**src/wcsp_pkg.sv**
```systemverilog
// Package: opcodes, status codes and shared types for the sample profiler.
package wcsp_pkg;

    localparam int OPCODE_W = 3;
    localparam int CTX_ID_W = 4;
    localparam int STATUS_W = 2;
    localparam int VALUE_W  = 7;
    localparam int CFG_IDX_W = 2;
    localparam int CFG_DATA_W = 16;
    localparam int CNT_W    = 32;
    localparam int MS_W     = 16;

    typedef enum logic [OPCODE_W-1:0] {
        OP_TICK   = 3'd0,
        OP_REG    = 3'd1,
        OP_DEREG  = 3'd2,
        OP_ENTER  = 3'd3,
        OP_EXIT   = 3'd4,
        OP_QUERY  = 3'd5,
        OP_CLEAR  = 3'd6,
        OP_NONE   = 3'd7
    } t_opcode;

    typedef enum logic [STATUS_W-1:0] {
        ST_OK      = 2'd0,
        ST_UNKNOWN = 2'd1,
        ST_ZERO    = 2'd2,
        ST_RSVD    = 2'd3
    } t_status;

    localparam logic [CFG_IDX_W-1:0] CFG_ENABLE = 2'd0;
    localparam logic [CFG_IDX_W-1:0] CFG_PERIOD = 2'd1;
    localparam logic [CFG_IDX_W-1:0] CFG_WINDOW = 2'd2;

    localparam logic [CNT_W-1:0] CNT_MAX = '1;
    localparam logic [MS_W-1:0]  MS_MAX  = '1;

    // controller to datapath
    typedef struct packed {
        logic start;     // latch item, do the item's direct work
        logic roll;      // one rollover step
        logic clr;       // one clear step
        logic qacc;      // one query accumulate step
        logic dstep;     // one divider step
        logic dinit;     // set up divider
        logic done;      // load output register
    } t_cmd;

    // datapath to controller
    typedef struct packed {
        logic need_roll;
        logic need_clr;
        logic need_query;
        logic last;      // sweep or divide counter at its end
    } t_stat;

endpackage

```
**src/wcsp_if.sv**
```systemverilog
// Interfaces: item channels and the configuration write channel.
interface wcsp_in_if;
    import wcsp_pkg::*;
    logic                valid;
    logic                ready;
    logic [OPCODE_W-1:0] opcode;
    logic [CTX_ID_W-1:0] context_id;
    modport source(output valid, opcode, context_id, input ready);
    modport sink(input valid, opcode, context_id, output ready);
endinterface

interface wcsp_out_if;
    import wcsp_pkg::*;
    logic                valid;
    logic                ready;
    logic [STATUS_W-1:0] status;
    logic [VALUE_W-1:0]  value;
    modport source(output valid, status, value, input ready);
    modport sink(input valid, status, value, output ready);
endinterface

interface wcsp_cfg_if;
    import wcsp_pkg::*;
    logic                  valid;
    logic                  ready;
    logic [CFG_IDX_W-1:0]  index;
    logic [CFG_DATA_W-1:0] data;
    modport source(output valid, index, data, input ready);
    modport sink(input valid, index, data, output ready);
endinterface

```
**src/windowed_context_sample_profiler.sv**
```systemverilog
// Top level: windowed context sample profiler.
//  channel  | dir | payload
//  in_ch    | in  | opcode[3], context_id[4]
//  out_ch   | out | status[2], value[7]
//  cfg_ch   | in  | index[2], data[16]
// A simple item passes through execute and done; rollover adds a sweep over the
// CONTEXTS current counts and clear a sweep over all CONTEXTS*HISTORY_WINDOWS history rows;
// a query adds an accumulate pass over the history windows and a bit-serial divide.
// After reset a clearing pass over all history rows runs before the first item.
// One item at a time; input ready drops while a result waits to be taken.
module windowed_context_sample_profiler #(
    parameter int CONTEXTS = 16,
    parameter int HISTORY_WINDOWS = 3
) (
    input logic i_clk,
    input logic i_rst_n,
    wcsp_in_if.sink    in_ch,
    wcsp_out_if.source out_ch,
    wcsp_cfg_if.sink   cfg_ch
);
    import wcsp_pkg::*;

    t_cmd  cmd;
    t_stat stat;
    logic  in_ready;

    assign in_ch.ready  = in_ready;
    assign cfg_ch.ready = 1'b1;

    wcsp_ctrl u_ctrl (
        .i_clk(i_clk), .i_rst_n(i_rst_n), .i_in_valid(in_ch.valid),
        .o_in_ready(in_ready), .i_out_busy(out_ch.valid),
        .i_stat(stat), .o_cmd(cmd)
    );

    wcsp_dp #(.CONTEXTS(CONTEXTS), .HISTORY_WINDOWS(HISTORY_WINDOWS)) u_dp (
        .i_clk(i_clk), .i_rst_n(i_rst_n), .i_cmd(cmd), .o_stat(stat),
        .i_opcode(in_ch.opcode), .i_context_id(in_ch.context_id),
        .i_cfg_we(cfg_ch.valid), .i_cfg_idx(cfg_ch.index), .i_cfg_data(cfg_ch.data),
        .i_out_ready(out_ch.ready), .o_out_valid(out_ch.valid),
        .o_status(out_ch.status), .o_value(out_ch.value)
    );
endmodule

```
**src/wcsp_ctrl.sv**
```systemverilog
// Controller: sequences item work, rollover, clear, query and division.
module wcsp_ctrl (
    input  logic            i_clk,
    input  logic            i_rst_n,
    input  logic            i_in_valid,
    output logic            o_in_ready,
    input  logic            i_out_busy,
    input  wcsp_pkg::t_stat i_stat,
    output wcsp_pkg::t_cmd  o_cmd
);
    import wcsp_pkg::*;

    typedef enum logic [7:0] {
        S_INIT  = 8'b00000001,
        S_IDLE  = 8'b00000010,
        S_EXEC  = 8'b00000100,
        S_ROLL  = 8'b00001000,
        S_CLR   = 8'b00010000,
        S_QACC  = 8'b00100000,
        S_DIV   = 8'b01000000,
        S_DONE  = 8'b10000000
    } t_state;

    t_state r_state, n_state;

    assign o_in_ready = (r_state == S_IDLE) && !i_out_busy;

    always_comb begin
        n_state = r_state;
        o_cmd   = '0;
        unique case (r_state)
            S_INIT: begin
                o_cmd.clr = 1'b1;
                if (i_stat.last) n_state = S_IDLE;
            end
            S_IDLE: begin
                if (i_in_valid && o_in_ready) begin
                    o_cmd.start = 1'b1;
                    n_state = S_EXEC;
                end
            end
            S_EXEC: begin
                if (i_stat.need_roll) n_state = S_ROLL;
                else if (i_stat.need_clr) n_state = S_CLR;
                else if (i_stat.need_query) n_state = S_QACC;
                else n_state = S_DONE;
            end
            S_ROLL: begin
                o_cmd.roll = 1'b1;
                if (i_stat.last) n_state = S_DONE;
            end
            S_CLR: begin
                o_cmd.clr = 1'b1;
                if (i_stat.last) n_state = S_DONE;
            end
            S_QACC: begin
                o_cmd.qacc = 1'b1;
                if (i_stat.last) begin
                    o_cmd.dinit = 1'b1;
                    n_state = S_DIV;
                end
            end
            S_DIV: begin
                o_cmd.dstep = 1'b1;
                if (i_stat.last) n_state = S_DONE;
            end
            S_DONE: begin
                o_cmd.done = 1'b1;
                n_state = S_IDLE;
            end
            default: n_state = S_IDLE;
        endcase
    end

    always_ff @(posedge i_clk) begin
        if (!i_rst_n) r_state <= S_INIT;
        else r_state <= n_state;
    end

`ifndef ASSERT_OFF
    a_onehot: assert property (@(posedge i_clk) disable iff (!i_rst_n) $onehot(r_state))
        else $error("state not one-hot");
    a_start_exec: assert property (@(posedge i_clk) disable iff (!i_rst_n)
        o_cmd.start |=> r_state == S_EXEC)
        else $error("start did not lead to exec");
    a_done_idle: assert property (@(posedge i_clk) disable iff (!i_rst_n)
        r_state == S_DONE |=> r_state == S_IDLE)
        else $error("done did not return to idle");
`endif
endmodule

```
**src/wcsp_dp.sv**
```systemverilog
// Datapath: counters, context and history memories, query sums and divider.
module wcsp_dp #(
    parameter int CONTEXTS = 16,
    parameter int HISTORY_WINDOWS = 3
) (
    input  logic                          i_clk,
    input  logic                          i_rst_n,
    input  wcsp_pkg::t_cmd                i_cmd,
    output wcsp_pkg::t_stat               o_stat,
    input  logic [wcsp_pkg::OPCODE_W-1:0] i_opcode,
    input  logic [wcsp_pkg::CTX_ID_W-1:0] i_context_id,
    input  logic                          i_cfg_we,
    input  logic [wcsp_pkg::CFG_IDX_W-1:0] i_cfg_idx,
    input  logic [wcsp_pkg::CFG_DATA_W-1:0] i_cfg_data,
    input  logic                          i_out_ready,
    output logic                          o_out_valid,
    output logic [wcsp_pkg::STATUS_W-1:0] o_status,
    output logic [wcsp_pkg::VALUE_W-1:0]  o_value
);
    import wcsp_pkg::*;

    localparam int CW = (CONTEXTS > 1) ? $clog2(CONTEXTS) : 1;
    localparam int HW = (HISTORY_WINDOWS > 1) ? $clog2(HISTORY_WINDOWS) : 1;
    localparam int HD = CONTEXTS * HISTORY_WINDOWS;
    localparam int HAW = (HD > 1) ? $clog2(HD) : 1;
    localparam int SW = CNT_W + 4 + 7;  // sum width, numerator with *100
    localparam int NW = SW;
    localparam int DW = $clog2(NW + 1);
    localparam int KW = HAW + 1;        // sweep counter, holds max count
    localparam logic [HW-1:0] HLAST = HW'(HISTORY_WINDOWS - 1);
    localparam logic [CW-1:0] CLAST = CW'(CONTEXTS - 1);

    // configuration
    logic            r_enable;
    logic [MS_W-1:0] r_period, r_window;

    always_ff @(posedge i_clk) begin
        if (!i_rst_n) begin
            r_enable <= 1'b0;
            r_period <= MS_W'(1);
            r_window <= MS_W'(300);
        end else if (i_cfg_we) begin
            unique case (i_cfg_idx)
                CFG_ENABLE: r_enable <= i_cfg_data[0];
                CFG_PERIOD: r_period <= i_cfg_data;
                CFG_WINDOW: r_window <= i_cfg_data;
                default: ;
            endcase
        end
    end

    // memories: current counts and history counts (row = ctx*HISTORY_WINDOWS + slot)
    logic [CNT_W-1:0] m_cur [CONTEXTS];
    logic [CNT_W-1:0] m_hist [HD];
    logic [CONTEXTS-1:0] r_present, r_has_hist;
    logic [CNT_W-1:0] r_tot_hist [HISTORY_WINDOWS];
    logic [CNT_W-1:0] r_tot_cur;
    logic [HW-1:0]    r_slot;
    logic [CW-1:0]    r_gen;
    logic             r_act_v;
    logic [CW-1:0]    r_act;
    logic [MS_W-1:0]  r_since_s, r_since_w;

    logic [CTX_ID_W-1:0] r_id;
    logic r_need_roll, r_need_clr, r_need_query;
    logic [KW-1:0] r_k;
    logic [STATUS_W-1:0] r_st;
    logic [VALUE_W-1:0]  r_val;
    logic [SW-1:0] r_part, r_whole;
    logic [NW-1:0] r_num, r_rem_q;
    logic [SW:0]   r_rem;
    logic [DW-1:0] r_dcnt;
    logic [CNT_W-1:0] r_hist_rd;

    logic id_ok;
    logic [CW-1:0] idc;
    assign id_ok = 32'(i_context_id) < 32'(CONTEXTS);
    assign idc   = CW'(i_context_id);

    logic [MS_W-1:0] ns_s, ns_w;
    logic samp;
    assign ns_s = (r_since_s != MS_MAX) ? r_since_s + MS_W'(1) : r_since_s;
    assign ns_w = (r_since_w != MS_MAX) ? r_since_w + MS_W'(1) : r_since_w;
    assign samp = r_enable && (ns_s >= r_period);

    // active context count, zero when it holds no entry
    logic [CNT_W-1:0] cur_act;
    assign cur_act = r_present[r_act] ? m_cur[r_act] : '0;

    logic [CW-1:0] kc;
    logic [HW-1:0] kh;
    assign kc = CW'(r_k);
    assign kh = HW'(r_k);

    logic [HAW-1:0] qaddr, raddr;
    assign qaddr = HAW'(32'(CW'(r_id)) * HISTORY_WINDOWS + 32'(kh));
    assign raddr = HAW'(32'(kc) * HISTORY_WINDOWS + 32'(r_slot));

    logic sweep_last;
    always_comb begin
        sweep_last = 1'b0;
        if (i_cmd.roll) sweep_last = (kc == CLAST);
        else if (i_cmd.clr) sweep_last = (r_k == KW'(HD - 1));
        else if (i_cmd.qacc) sweep_last = (r_k == KW'(HISTORY_WINDOWS));
        else if (i_cmd.dstep) sweep_last = (r_dcnt == DW'(1));
    end
    assign o_stat = '{need_roll: r_need_roll, need_clr: r_need_clr,
                      need_query: r_need_query, last: sweep_last};

    // query: accumulate one window per cycle (read data is registered, so it arrives in the cycle after its address)
    logic [SW-1:0] part_n, whole_n;
    logic [SW:0]   trial;
    logic [NW-1:0] q_fin;
    assign part_n  = (r_k != '0) ? r_part + SW'(r_hist_rd) : r_part;
    assign whole_n = (r_k != '0) ? r_whole + SW'(r_tot_hist[HW'(r_k - KW'(1))]) : r_whole;
    assign trial = {r_rem[SW-1:0], r_num[NW-1]} - {1'b0, r_whole};
    assign q_fin = {r_rem_q[NW-2:0], ~trial[SW]};

    // memory writes
    always_ff @(posedge i_clk) begin
        if (i_cmd.start) begin
            unique case (t_opcode'(i_opcode))
                OP_REG:   m_cur[r_gen] <= '0;
                OP_DEREG: if (id_ok) m_cur[idc] <= '0;
                OP_TICK:  if (samp && r_act_v)
                    m_cur[r_act] <= (cur_act != CNT_MAX) ? cur_act + CNT_W'(1) : cur_act;
                default: ;
            endcase
        end
        if (i_cmd.roll) m_hist[raddr] <= r_present[kc] ? m_cur[kc] : '0;
        if (i_cmd.clr) begin
            m_hist[HAW'(r_k)] <= '0;
            if (r_k < KW'(CONTEXTS)) m_cur[kc] <= '0;
        end
        r_hist_rd <= m_hist[qaddr];
    end

    // control and datapath registers
    always_ff @(posedge i_clk) begin
        if (!i_rst_n) begin
            r_present <= '0; r_has_hist <= '0; r_tot_cur <= '0; r_slot <= '0;
            r_gen <= '0; r_act_v <= 1'b0; r_act <= '0; r_since_s <= '0;
            r_since_w <= '0; r_need_roll <= 1'b0; r_need_clr <= 1'b1;
            r_need_query <= 1'b0; r_k <= '0; o_out_valid <= 1'b0;
            for (int h = 0; h < HISTORY_WINDOWS; h++) r_tot_hist[h] <= '0;
        end else begin
            if (o_out_valid && i_out_ready) o_out_valid <= 1'b0;
            if (i_cmd.start) begin
                r_id <= i_context_id; r_k <= '0;
                r_st <= ST_OK; r_val <= '0;
                r_need_roll <= 1'b0; r_need_clr <= 1'b0; r_need_query <= 1'b0;
                unique case (t_opcode'(i_opcode))
                    OP_TICK: begin
                        r_since_s <= ns_s; r_since_w <= ns_w;
                        if (samp) begin
                            r_since_s <= '0;
                            if (!r_act_v) r_st <= ST_UNKNOWN;
                            else begin
                                r_present[r_act] <= 1'b1;
                                if (r_tot_cur != CNT_MAX) r_tot_cur <= r_tot_cur + CNT_W'(1);
                                if (ns_w >= r_window) begin
                                    r_need_roll <= 1'b1; r_since_w <= '0;
                                end
                            end
                        end
                    end
                    OP_REG: begin
                        r_present[r_gen] <= 1'b1;
                        r_val <= VALUE_W'(r_gen);
                        r_gen <= (r_gen == CLAST) ? '0 : r_gen + CW'(1);
                    end
                    OP_DEREG: if (!id_ok) r_st <= ST_UNKNOWN;
                              else r_present[idc] <= 1'b0;
                    OP_ENTER: if (!id_ok) r_st <= ST_UNKNOWN;
                              else if (r_enable) begin
                                  r_act_v <= 1'b1; r_act <= idc;
                              end
                    OP_EXIT: begin r_act_v <= 1'b0; r_act <= '0; end
                    OP_QUERY: if (!id_ok) r_st <= ST_UNKNOWN;
                              else if (!r_has_hist[idc]) r_st <= ST_UNKNOWN;
                              else r_need_query <= 1'b1;
                    OP_CLEAR: begin
                        r_need_clr <= 1'b1; r_present <= '0; r_has_hist <= '0;
                        r_tot_cur <= '0; r_slot <= '0; r_gen <= '0; r_act_v <= 1'b0;
                        r_act <= '0; r_since_s <= '0; r_since_w <= '0;
                        for (int h = 0; h < HISTORY_WINDOWS; h++) r_tot_hist[h] <= '0;
                    end
                    default: ;
                endcase
            end
            if (i_cmd.roll) begin
                r_k <= r_k + KW'(1);
                if (r_present[kc]) r_has_hist[kc] <= 1'b1;
                r_present[kc] <= 1'b0;
                if (kc == CLAST) begin
                    r_tot_hist[r_slot] <= r_tot_cur;
                    r_tot_cur <= '0;
                    r_slot <= (r_slot == HLAST) ? '0 : r_slot + HW'(1);
                    r_need_roll <= 1'b0;
                end
            end
            if (i_cmd.clr) begin
                r_k <= r_k + KW'(1);
                if (r_k == KW'(HD - 1)) r_need_clr <= 1'b0;
            end
            if (i_cmd.qacc) r_k <= r_k + KW'(1);
            if (i_cmd.dinit && whole_n == '0) r_st <= ST_ZERO;
            if (i_cmd.dstep && r_dcnt == DW'(1) && r_st == ST_OK)
                r_val <= (q_fin > NW'(100)) ? VALUE_W'(100) : VALUE_W'(q_fin);
            if (i_cmd.done) begin
                o_out_valid <= 1'b1; o_status <= r_st; o_value <= r_val;
                r_need_query <= 1'b0;
            end
        end
    end

    always_ff @(posedge i_clk) begin
        if (i_cmd.start) begin
            r_part <= '0; r_whole <= '0;
        end
        if (i_cmd.qacc) begin
            r_part <= part_n; r_whole <= whole_n;
        end
        if (i_cmd.dinit) begin
            r_num   <= NW'(part_n * SW'(100));
            r_rem   <= '0;
            r_rem_q <= '0;
            r_dcnt  <= DW'(NW);
        end
        if (i_cmd.dstep) begin
            r_dcnt  <= r_dcnt - DW'(1);
            r_num   <= {r_num[NW-2:0], 1'b0};
            r_rem_q <= q_fin;
            if (!trial[SW]) r_rem <= trial;
            else r_rem <= {r_rem[SW-1:0], r_num[NW-1]};
        end
    end

`ifndef ASSERT_OFF
    a_out_hold: assert property (@(posedge i_clk) disable iff (!i_rst_n)
        o_out_valid && !i_out_ready |=> o_out_valid)
        else $error("result dropped");
    a_val_range: assert property (@(posedge i_clk) disable iff (!i_rst_n)
        o_out_valid |-> o_value <= VALUE_W'(100))
        else $error("value out of range");
    a_roll_slot: assert property (@(posedge i_clk) disable iff (!i_rst_n)
        32'(r_slot) < HISTORY_WINDOWS)
        else $error("history slot out of range");
`endif
endmodule
```
**src/flat_wrapper.sv**
```systemverilog
// flat-port wrapper written by rule: the top's interface ports become plain ports
module windowed_context_sample_profiler_flat import wcsp_pkg::*;
#(
    parameter int CONTEXTS = 16,
    parameter int HISTORY_WINDOWS = 3
)
  (i_clk, i_rst_n, in_ch_valid, in_ch_opcode, in_ch_context_id, in_ch_ready, out_ch_valid, out_ch_status, out_ch_value, out_ch_ready, cfg_ch_valid, cfg_ch_index, cfg_ch_data, cfg_ch_ready);
  wcsp_in_if in_ch_i ();
  wcsp_out_if out_ch_i ();
  wcsp_cfg_if cfg_ch_i ();
  input logic i_clk;
  input logic i_rst_n;
  input wire logic [$bits(in_ch_i.valid)-1:0] in_ch_valid;
  input wire logic [$bits(in_ch_i.opcode)-1:0] in_ch_opcode;
  input wire logic [$bits(in_ch_i.context_id)-1:0] in_ch_context_id;
  output wire logic [$bits(in_ch_i.ready)-1:0] in_ch_ready;
  output wire logic [$bits(out_ch_i.valid)-1:0] out_ch_valid;
  output wire logic [$bits(out_ch_i.status)-1:0] out_ch_status;
  output wire logic [$bits(out_ch_i.value)-1:0] out_ch_value;
  input wire logic [$bits(out_ch_i.ready)-1:0] out_ch_ready;
  input wire logic [$bits(cfg_ch_i.valid)-1:0] cfg_ch_valid;
  input wire logic [$bits(cfg_ch_i.index)-1:0] cfg_ch_index;
  input wire logic [$bits(cfg_ch_i.data)-1:0] cfg_ch_data;
  output wire logic [$bits(cfg_ch_i.ready)-1:0] cfg_ch_ready;
  assign in_ch_i.valid = in_ch_valid;
  assign in_ch_i.opcode = in_ch_opcode;
  assign in_ch_i.context_id = in_ch_context_id;
  assign in_ch_ready = in_ch_i.ready;
  assign out_ch_valid = out_ch_i.valid;
  assign out_ch_status = out_ch_i.status;
  assign out_ch_value = out_ch_i.value;
  assign out_ch_i.ready = out_ch_ready;
  assign cfg_ch_i.valid = cfg_ch_valid;
  assign cfg_ch_i.index = cfg_ch_index;
  assign cfg_ch_i.data = cfg_ch_data;
  assign cfg_ch_ready = cfg_ch_i.ready;
  windowed_context_sample_profiler #(.CONTEXTS(CONTEXTS), .HISTORY_WINDOWS(HISTORY_WINDOWS)) u_core (.i_clk(i_clk), .i_rst_n(i_rst_n), .in_ch(in_ch_i), .out_ch(out_ch_i), .cfg_ch(cfg_ch_i));
endmodule
```
**config.mk**
```make
export PLATFORM = sky130hd
export DESIGN_NAME = windowed_context_sample_profiler_flat
export DESIGN_NICKNAME = d
export VERILOG_FILES = /design/src/wcsp_pkg.sv /design/src/wcsp_if.sv /design/src/windowed_context_sample_profiler.sv /design/src/wcsp_ctrl.sv /design/src/wcsp_dp.sv /design/src/flat_wrapper.sv
export SDC_FILE = /design/constraint.sdc
export NUM_CORES = 2
export LEC_CHECK = 0
export BUFFER_PORTS_ARGS = -buffer_cell sky130_fd_sc_hd__buf_2
export CAP_MARGIN = 15
export CORE_ASPECT_RATIO = 0.5
export CORE_UTILIZATION = 40
export CTS_BUF_LIST = sky130_fd_sc_hd__clkbuf_2 sky130_fd_sc_hd__clkbuf_4 sky130_fd_sc_hd__clkbuf_8
export DETAILED_ROUTE_END_ITERATION = 10
export SYNTH_ARGS = -nofsm -noshare
export SYNTH_HDL_FRONTEND = slang
export SYNTH_SLANG_ARGS = --single-unit
```
**constraint.sdc**
```tcl
create_clock -name i_clk -period 14.4 [get_ports i_clk]
set_input_delay 2.16 -clock i_clk [delete_from_list [all_inputs] [get_ports i_clk]]
set_output_delay 2.16 -clock i_clk [all_outputs]
set_load 0.01 [all_outputs]
```
==> metrics.txt <==
# hold bufs at CTS=0; Post-synth ARST share=0%; clk_lat worst skew=~1.0 ns; post-synth top area share=about three fifths; Rows=140; Req. time, crit path=15.06 ns; r2r startpoint=u_core.u_dp.r_part[0]$_SDFFCE_PN0P_; area growth from synthesis to layout=11.1%; Final Cycle Share=between 50% and 60%; endpoint class of the critical path=register; P_leak=0.0482 µW; Distinct cells, synth=89; initial antenna violation count=18; leading area contributor after synthesis=edfxtp_1; slew margin rel.=18.5%; met2 Use GR=30.6%; RR Endpoint=u_core.u_dp.r_num[41]$_DFFE_PP_; CP Data Arrival Time=8.52 ns; post_cts resized=0; highest-count cells in the layout ignoring fill and taps=edfxtp_1 (2414), mux4_2 (834), nand2_1 (439); max-slew violation count=0; Post-Synth XOR/XNOR Area=1.68%; EDFF count, synth=2414; share of post-route cells with drive strength above 1=22.9%; CTS root buffer=clkbuf_8; Power Dens Cells=159 nW/µm²; DR WL/cell=25.5 µm; Starting Density=between 40% and 50%; setup_tns=0 ns; # fillers=25.3k; Design Power=20800 µW; Mapped Area=118000 µm²; post-route ant nets=0; Total Wirelength=296 mm; final core utilization=44.9%; Ports=42; die footprint=298000 µm²; Final Hold Fails=0; Worst Path Buf+Inv=4; Crit-path slowest cell=mux2i_1; status=complete, no violations; Worst IR Drop VDD=0.180 mV; largest net degree at the start of global routing=137; Slew @ Worst Pin=around 1.2 ns; endpoints failing setup=0; Layout Nets=slightly below 8k; r2r worst-path depth=33; Post-Synth Adder-Cell Area=3.66%; number of stages on the worst hold path=0; global-route met3 utilization=3.56%; DRC=0; Crit path max-delay family=compound AO/OA/AOI/OAI gates; vias in the first global route=67.0k; vias=roughly 66k; Hold Crit Endpoint=u_core.u_dp.o_value[2]$_DFFE_PP_; gr ovfl total=0; busiest grt layer=met2; Avg Vias per Cell=5.68; synthesized flop and latch total=2613; CTS Sinks=about 2.6k; fin crit period=7.85 ns; largest family of logic cells by synthesized area=multiplexers; min-delay src=u_core.u_dp.r_val[2]$_DFFE_PP_; CTS Buffer Depth=4; Core Area=~300000 µm²; Critical Path Source Type=register; H-tree Lvls=5; worst-path maximum fanout=6; hold crit path type=reg2reg; syn_area_per_cell=16.4 µm²; DIE HEIGHT=slightly below 400 µm; Post-Synthesis Cells=between 7k and 8k; max frequency=127 MHz; Syn Nets=7573; number of CTS-inserted buffers=381; first-pass GRT wire length=440 mm; Compound-Gate Fraction of Synth Area=4.74%; Clock transition at path regs=approximately 0.060 ns; Synth Area in Simple Gates=6.50%; Post-DP HPWL=171 mm; met1 Usage GRT=28.8%; cell area after layout=131000 µm²; most common library cell in the layout ignoring fill and taps=edfxtp_1; Post-CTS Repair Setup Buffers=0; critical path's largest stage delay=0.48 ns; CTS tree=built; multiplexer share of the synthesized area=16.6%; gp weighted congestion=0.834; IO Port Bufs=40; Synth warnings=0; Overall Global Routing Usage=19.6%; top_reg_cell synth=edfxtp_1; drt pass-1 iters=5; critical path class=reg2reg; Area contributors post-synth=edfxtp_1 (61%), mux4_2 (16%), dfxtp_1 (3.4%); Reg2Reg Setup Slack=6.55 ns; Die X=771 µm; # Max-Cap Violations=0; Initial DRC Count=around 6.4k; fraction of the yosys area taken by sequential cells=64.6%; area post-placement=124000 µm²; RSZ-0062 raised after global routing=no; skew final=0.0965 ns
## cells by family (layout without fill, tap and decap cells)
| logic type | after synthesis | after routing |
|---|---|---|
| multiplexers | 920 | 920 |
| AO/OA/AOI/OAI | 906 | 906 |
| buffers and inverters | 651 | 1161 |
| AND/OR/NAND/NOR | 1584 | 1584 |
| other | 1 | 5 |
| flip-flops | 2613 | 2613 |
| XOR/XNOR | 226 | 226 |
| adder cells (fa/ha/maj) | 321 | 321 |
## worst max-delay path by stage
stage | from | to | slack [ns] | depth (start not counted)
finish | u_core.u_dp.r_part[0]$_SDFFCE_PN0P_ | u_core.u_dp.r_num[41]$_DFFE_PP_ | 6.55 | 33
CTS | u_core.u_dp.r_part[0]$_SDFFCE_PN0P_ | u_core.u_dp.r_num[41]$_DFFE_PP_ | 6.58 | 33
detailed placement | u_core.u_dp.r_part[0]$_SDFFCE_PN0P_ | u_core.u_dp.r_num[41]$_DFFE_PP_ | 6.62 | 33
global route | u_core.u_dp.r_part[0]$_SDFFCE_PN0P_ | u_core.u_dp.r_num[41]$_DFFE_PP_ | 5.93 | 33
floorplan | u_core.u_dp.r_k[0]$_SDFFE_PN0N_ | u_core.u_dp.r_num[42]$_DFFE_PP_ | 7.17 | 31
global placement | u_core.u_dp.r_part[0]$_SDFFCE_PN0P_ | u_core.u_dp.r_num[41]$_DFFE_PP_ | 6.61 | 33
## power breakdown
part,internal (µW),switching [µW],total [µW]
registers,8580,96.7,8670
clock network,3130,2950,6080
logic,2600,3500,6090
total,14300,6550,20800
## area by class of cell
cell class	instances	area (µm²)	area share, %
clock buffer	512	6270	4.77
timing repair buffer	201	1470	1.12
antenna	4	10.0	0.00761
multi-input combinational	3958	40000	30.4
inverter	284	1070	0.811
clock inverter	164	1250	0.953
sequential	2613	76500	58.2
tap	3905	4890	3.72
## registers in the layout, indices dropped and copies added, names as in the netlist, 32 cells and up, named ones only
register	cells
u_core.u_dp.r_rem	43
u_core.u_dp.r_whole	43
u_core.u_dp.m_hist	1536
u_core.u_dp.r_part	41
u_core.u_dp.r_hist_rd	32
u_core.u_dp.r_num	41
u_core.u_dp.r_tot_hist	128
u_core.u_dp.r_tot_cur	32
u_core.u_dp.m_cur	512
u_core.u_dp.r_rem_q	42
## Yosys cell counts (17+ instances only)
cell         n
a21o_1     104
nor2b_1     38
xnor2_1    131
fa_1        42
a21oi_1    361
mux2i_1     75
clkbuf_1   264
and3_1      90
o22ai_1     20
nand2b_1    45
nor3_1      64
o211ai_1    27
nand4_1     49
nor4_1      40
edfxtp_1  2414
o31ai_1     19
or3_1       33
nand3_1    102
mux4_2     834
dfxtp_1    199
inv_1      284
o21ai_0    151
xor2_1      94
and2_1     178
buf_1       60
a211oi_1    29
a22o_1      17
o21a_1      26
a31oi_1     29
nor2_1     420
buf_2       24
ha_1       279
nand2_1    441
## per-layer routing
metal  wire [µm]  vias up
li1            -    28994
met1      133000    34461
met2      136000     2265
met3       21900      431
met4        5750        4
met5          23        -
## through the flow
| stage | setup slack, ns | hold slack (ns) | cells |
|---|---|---|---|
| floorplan | 7.17 | 0.400 | 7222 |
| global placement | 6.61 | 0.403 | 10958 |
| detailed placement | 6.62 | 0.407 | 10958 |
| CTS | 6.58 | 0.423 | 11634 |
| global route | 5.93 | 0.430 | 11639 |
| finish | 6.55 | 0.421 | 11641 |
(Power assumes the default switching activity.)
